$ cat src/hdl/dpp_pkg.sv
`default_nettype none

package dpp_pkg;

  localparam int unsigned DIV_BITS  = 64;
  localparam int unsigned CORE_ST   = 19;
  localparam int unsigned CFG_IDX_W = 4;

  localparam logic [CFG_IDX_W-1:0] REG_FOCAL_X   = 4'd0;
  localparam logic [CFG_IDX_W-1:0] REG_FOCAL_Y   = 4'd1;
  localparam logic [CFG_IDX_W-1:0] REG_PRINCIPAL = 4'd2;
  localparam logic [CFG_IDX_W-1:0] REG_K1        = 4'd3;
  localparam logic [CFG_IDX_W-1:0] REG_K2        = 4'd4;
  localparam logic [CFG_IDX_W-1:0] REG_P1        = 4'd5;
  localparam logic [CFG_IDX_W-1:0] REG_P2        = 4'd6;
  localparam logic [CFG_IDX_W-1:0] REG_K3        = 4'd7;

  localparam logic [1:0] ST_OK    = 2'd0;
  localparam logic [1:0] ST_DEPTH = 2'd1;
  localparam logic [1:0] ST_SAT   = 2'd2;

  localparam logic [31:0] FOCAL_RESET = 32'h0001_0000;

  typedef logic signed [63:0] q64_t;

  // divider work item: w holds dividend bits, then shifts in quotient bits
  typedef struct packed {
    logic        zbad;
    logic        negx;
    logic        negy;
    logic [30:0] d;
    logic [63:0] wx;
    logic [63:0] wy;
    logic [30:0] rx;
    logic [30:0] ry;
  } div_t;

  typedef struct packed {
    logic [31:0] fx;
    logic [31:0] fy;
    logic [31:0] cx;
    logic [31:0] cy;
    logic [31:0] k1;
    logic [31:0] k2;
    logic [31:0] p1;
    logic [31:0] p2;
    logic [31:0] k3;
  } cfg_t;

  typedef struct packed {
    logic zbad;
    logic sat;
    q64_t u;
    q64_t v;
  } core_out_t;

endpackage

`default_nettype wire

$ cat src/hdl/dpp_front.sv
`default_nettype none

module dpp_front import dpp_pkg::*; (
  input  wire logic        clk_i,
  input  wire logic        rst_ni,
  input  wire logic        in_valid_i,
  output logic             in_stall_o,
  input  wire logic [31:0] point_x_i,
  input  wire logic [31:0] point_y_i,
  input  wire logic [31:0] point_z_i,
  input  wire logic        pop_i,
  output logic             valid_o,
  output div_t             data_o
);

  div_t        mem_q [2];
  logic        wr_ptr_q, rd_ptr_q;
  logic [1:0]  count_q;
  logic        push, pop;
  div_t        entry;
  logic [31:0] magx, magy;

  always_comb begin
    entry      = '0;
    entry.zbad = point_z_i[31] | (point_z_i == 32'd0);
    entry.d    = entry.zbad ? 31'd1 : point_z_i[30:0];
    entry.negx = point_x_i[31];
    entry.negy = point_y_i[31];
    magx       = point_x_i[31] ? (~point_x_i + 32'd1) : point_x_i;
    magy       = point_y_i[31] ? (~point_y_i + 32'd1) : point_y_i;
    entry.wx   = {magx, 32'd0} + 64'(entry.d[30:1]);
    entry.wy   = {magy, 32'd0} + 64'(entry.d[30:1]);
  end

  assign in_stall_o = count_q[1];
  assign push       = in_valid_i & ~count_q[1];
  assign valid_o    = count_q != 2'd0;
  assign pop        = pop_i & valid_o;
  assign data_o     = mem_q[rd_ptr_q];

  always_ff @(posedge clk_i) begin
    if (push) begin
      mem_q[wr_ptr_q] <= entry;
    end
  end

  always_ff @(posedge clk_i or negedge rst_ni) begin
    if (!rst_ni) begin
      wr_ptr_q <= 1'b0;
      rd_ptr_q <= 1'b0;
      count_q  <= 2'd0;
    end else begin
      if (push) wr_ptr_q <= ~wr_ptr_q;
      if (pop)  rd_ptr_q <= ~rd_ptr_q;
      count_q <= count_q + 2'(push) - 2'(pop);
    end
  end

endmodule

`default_nettype wire

$ cat config.mk
export PLATFORM = sky130hd
export DESIGN_NAME = dpp_front
export DESIGN_NICKNAME = d
export VERILOG_FILES = /design/src/hdl/dpp_pkg.sv /design/src/hdl/dpp_front.sv
export SDC_FILE = /design/constraint.sdc
export NUM_CORES = 1
export LEC_CHECK = 0
export ABC_AREA = 1
export BUFFER_PORTS_ARGS = -buffer_cell sky130_fd_sc_hd__buf_2
export CAP_MARGIN = 5
export CORE_MARGIN = 1
export CORE_UTILIZATION = 45
export CTS_BUF_LIST = sky130_fd_sc_hd__clkbuf_2 sky130_fd_sc_hd__clkbuf_4 sky130_fd_sc_hd__clkbuf_8
export DETAILED_ROUTE_END_ITERATION = 8
export GPL_ROUTABILITY_DRIVEN = 0
export HOLD_SLACK_MARGIN = 0.06
export PLACE_DENSITY = 0.82
export SYNTH_ARGS = -nofsm -noshare
export SYNTH_HDL_FRONTEND = slang
export SYNTH_SLANG_ARGS = --single-unit
$ cat constraint.sdc
create_clock -name clk_i -period 5.42 [get_ports clk_i]
set_input_delay 0.542 -clock clk_i [delete_from_list [all_inputs] [get_ports clk_i]]
set_output_delay 0.542 -clock clk_i [all_outputs]
set_load 0.01 [all_outputs]
==> impl_metrics.toml <==
[route]
via_per_inst = 4.773
totalWireLength_um = 24580
final_antenna_net_count = 0
first_pass_iters = 6
vias = 8123
route.detailed.drc = 0
first_iter_violations = 572
routedWlPerCell_um = 14.44

[floorplan]
rows = 55
fp.dieW_um = 155.9
core_um2 = 22920
die_area_um2 = 24290
io_pins = 326
start_util_pct = 46.48
fp.dieH_um = 155.9

[place]
io_buffers = 259
placed_area_um2 = 11530
post-dp-hpwl_um = 17440

[yosys]
synth-seq-area-share_pct = 56.20
syn_inst = 1186
yosys.area.top_type = "edfxtp_1"
synth_edf_count = 196
ys_ff_latch = 200
avgSynthCellArea_um2 = 8.981
synth_cell_types = 28
yosys-top-cells-area = "edfxtp_1 (55%), nand2_1 (17%), buf_4 (9.3%)"
syn-cell-area_um2 = 10650
netlist.area_leader.share_pct = 55.26
async_flop_share_pct = 2.000
synth_flop_cell = "edfxtp_1"
synth_warnings = 0

[clock_tree]
postCtsHoldBufs = 1
cts_setup_buffers = 0
cts-buffers-inserted = 17
cts.sinks = 200
clock_path_buffers = 2
h-tree-depth = 4
insertion_delay_ns = 0.45
clk_pin_slew_worst_paths_ns = 0.10
cts-root-buf = "clkbuf_8"
cts_tree = "done"
cts_resized = 0

[global_route]
grt_max_degree = 99
grt_pass1_vias = 7708
grt_pass1_wl_um = 38250
antenna_found_initial = 0
track_usage_pct = 20.37
grt_overflow_total = 0

[critical_path]
r2r-start = "rd_ptr_q"
end_kind = "output pin"
critical_path_class = "reg -> out"
critPathArrivalTime_ns = 2.66
cp_max_fo = 53
required_ns = 4.88
critPathLaunch = "rd_ptr_q"
cp-start-kind = "register"
ff2ff_path_depth = 3

[finish]
register_area_um2 = 5989
multi_input_area_um2 = 3506
antennaDiodeCount = 0
fin_nets = 1480
design_area_um2 = 11920
n_fill_cell = 2085
synthToLayoutAreaGrowth_pct = 11.88
drive_gt1_share_pct = 23.83

[sta]
worst-slew-pin-transition_ns = 1.288
finalSetupTns_ns = 0
slew_viol_final = 0
fin_crit_sh_pct = 59.04
period_needed_ns = 3.200
whs_ns = 0.2844
finalClockSkew_ns = 0.01092
finalHoldViolCount = 0
maxSlewHeadroom_pct = 14.02
grt_setup_unrepaired = "no"
setup_violations = 0
max_freq_ghz = 0.3125

[worst_hold_path]
holdCritPathClass = "in -> reg"
hold_depth = 1
hp-start = "point_x_i[0]"

[pwr]
power_density_nw_per_um2 = 428.7
p_leak_nw = 5.486
peakVddDrop_mv = 0.3031

[run_status]
outcome = "complete, no violations"

[run]
maxCapViolations = 0
area by class of cell:
type | count | area share [%]
multi-input combinational | 810 | 29.42
sequential | 200 | 50.26
clock buffer | 17 | 1.963
tap | 313 | 3.286
timing repair buffer | 266 | 11.34
clock inverter | 15 | 1.176
inverter | 81 | 2.551
worst max-delay path, cell delays in order (launching register included):
cell	delay, ns
dfrtp_4	0.49
inv_2	0.68
buf_4	0.62
nand2_1	0.10
nand2_1	0.08
buf_2	0.15
path summary, 6_finish.rpt:
| kind | end | slack (ns) |
|---|---|---|
| hold reg to reg | count_q[0] | 0.53 |
| max in group asynchronous | rd_ptr_q | 4.87 |
| setup / recovery | data_o[116] | 2.22 |
| setup reg to reg | rd_ptr_q | 3.28 |
| min in group asynchronous | count_q[1] | 0.42 |
| hold / removal | mem_q[0][96] | 0.28 |
cell usage after synthesis, types with 6 or more instances:
cell and instances:
clkbuf_1 17, xnor2_1 15, nand2_1 474, nand3_1 39
xor2_1 19, inv_1 78, nor2_1 104, edfxtp_1 196
nand4_1 6, nor3_1 32, buf_4 132, nor2_2 16
buf_2 9, o21ai_0 13
power by group:
| group | internal [W] | switching (W) | leakage [nW] |
|---|---|---|---|
| clock | 0.000337 | 0.000575 | 0.184 |
| sequential | 0.00205 | 0.0000683 | 1.86 |
| combinational | 0.000673 | 0.00141 | 3.44 |
| total | 0.00306 | 0.00205 | 5.49 |
layer usage:
metal	part of all wire [%]	vias to the layer above	global-route usage (%)	wire length, um
met4	1.6	0	5.836	395
met5	0	-	0	0
met1	41	3759	24.60	10170
met2	51	347	36.82	12540
li1	-	3983	-	-
met3	6.0	34	3.806	1479
sequential cells by signal, indices dropped and copies added (netlist names):
| signal | count |
|---|---|
| mem_q | 196 |
| count_q | 2 |
| rd_ptr_q | 1 |
| wr_ptr_q | 1 |
kinds of logic after synthesis:
group                      count (synthesis)  synth area share [%]
AOI/OAI and AO/OA                         23                 1.222
adders and majority gates                  4                0.4699
other                                      1               0.03521
and+or+nand+nor                          683                 25.96
buffers and inverters                    241                 13.32
xor gates and xnor gates                  34                 2.796
DFF                                      200                 56.20
layout by cell type, fill, tap and decap left out, types with 4 or more instances in the layout:
cell | synthesis | routed
buf_2 | 9 | 259
buf_4 | 132 | 6
clkbuf_8 | 0 | 17
conb_1 | 1 | 66
edfxtp_1 | 196 | 196
ha_1 | 4 | 4
inv_1 | 78 | 78
inv_6 | 0 | 4
nand2_1 | 474 | 474
nand3_1 | 39 | 39
nand4_1 | 6 | 6
nor2_1 | 104 | 102
nor2_2 | 16 | 16
nor2_4 | 4 | 6
nor3_1 | 32 | 32
o21ai_0 | 13 | 13
o21ai_2 | 4 | 4
xnor2_1 | 15 | 15
xor2_1 | 19 | 19
per-stage QoR:
step           power (W)  worst slack, ns  util [%]  std cells
2_1_floorplan   0.003697           0.1293         -       1251
3_3_place_gp    0.004212            2.708     50.32       1669
3_5_place_dp    0.004264            2.660     50.32       1669
4_1_cts         0.005176            2.136     52.00       1702
5_1_grt         0.005451            1.938     52.00       1702
6_report        0.005109            2.220     52.00       1702
No activity file was read; power rests on OpenSTA's default activity.
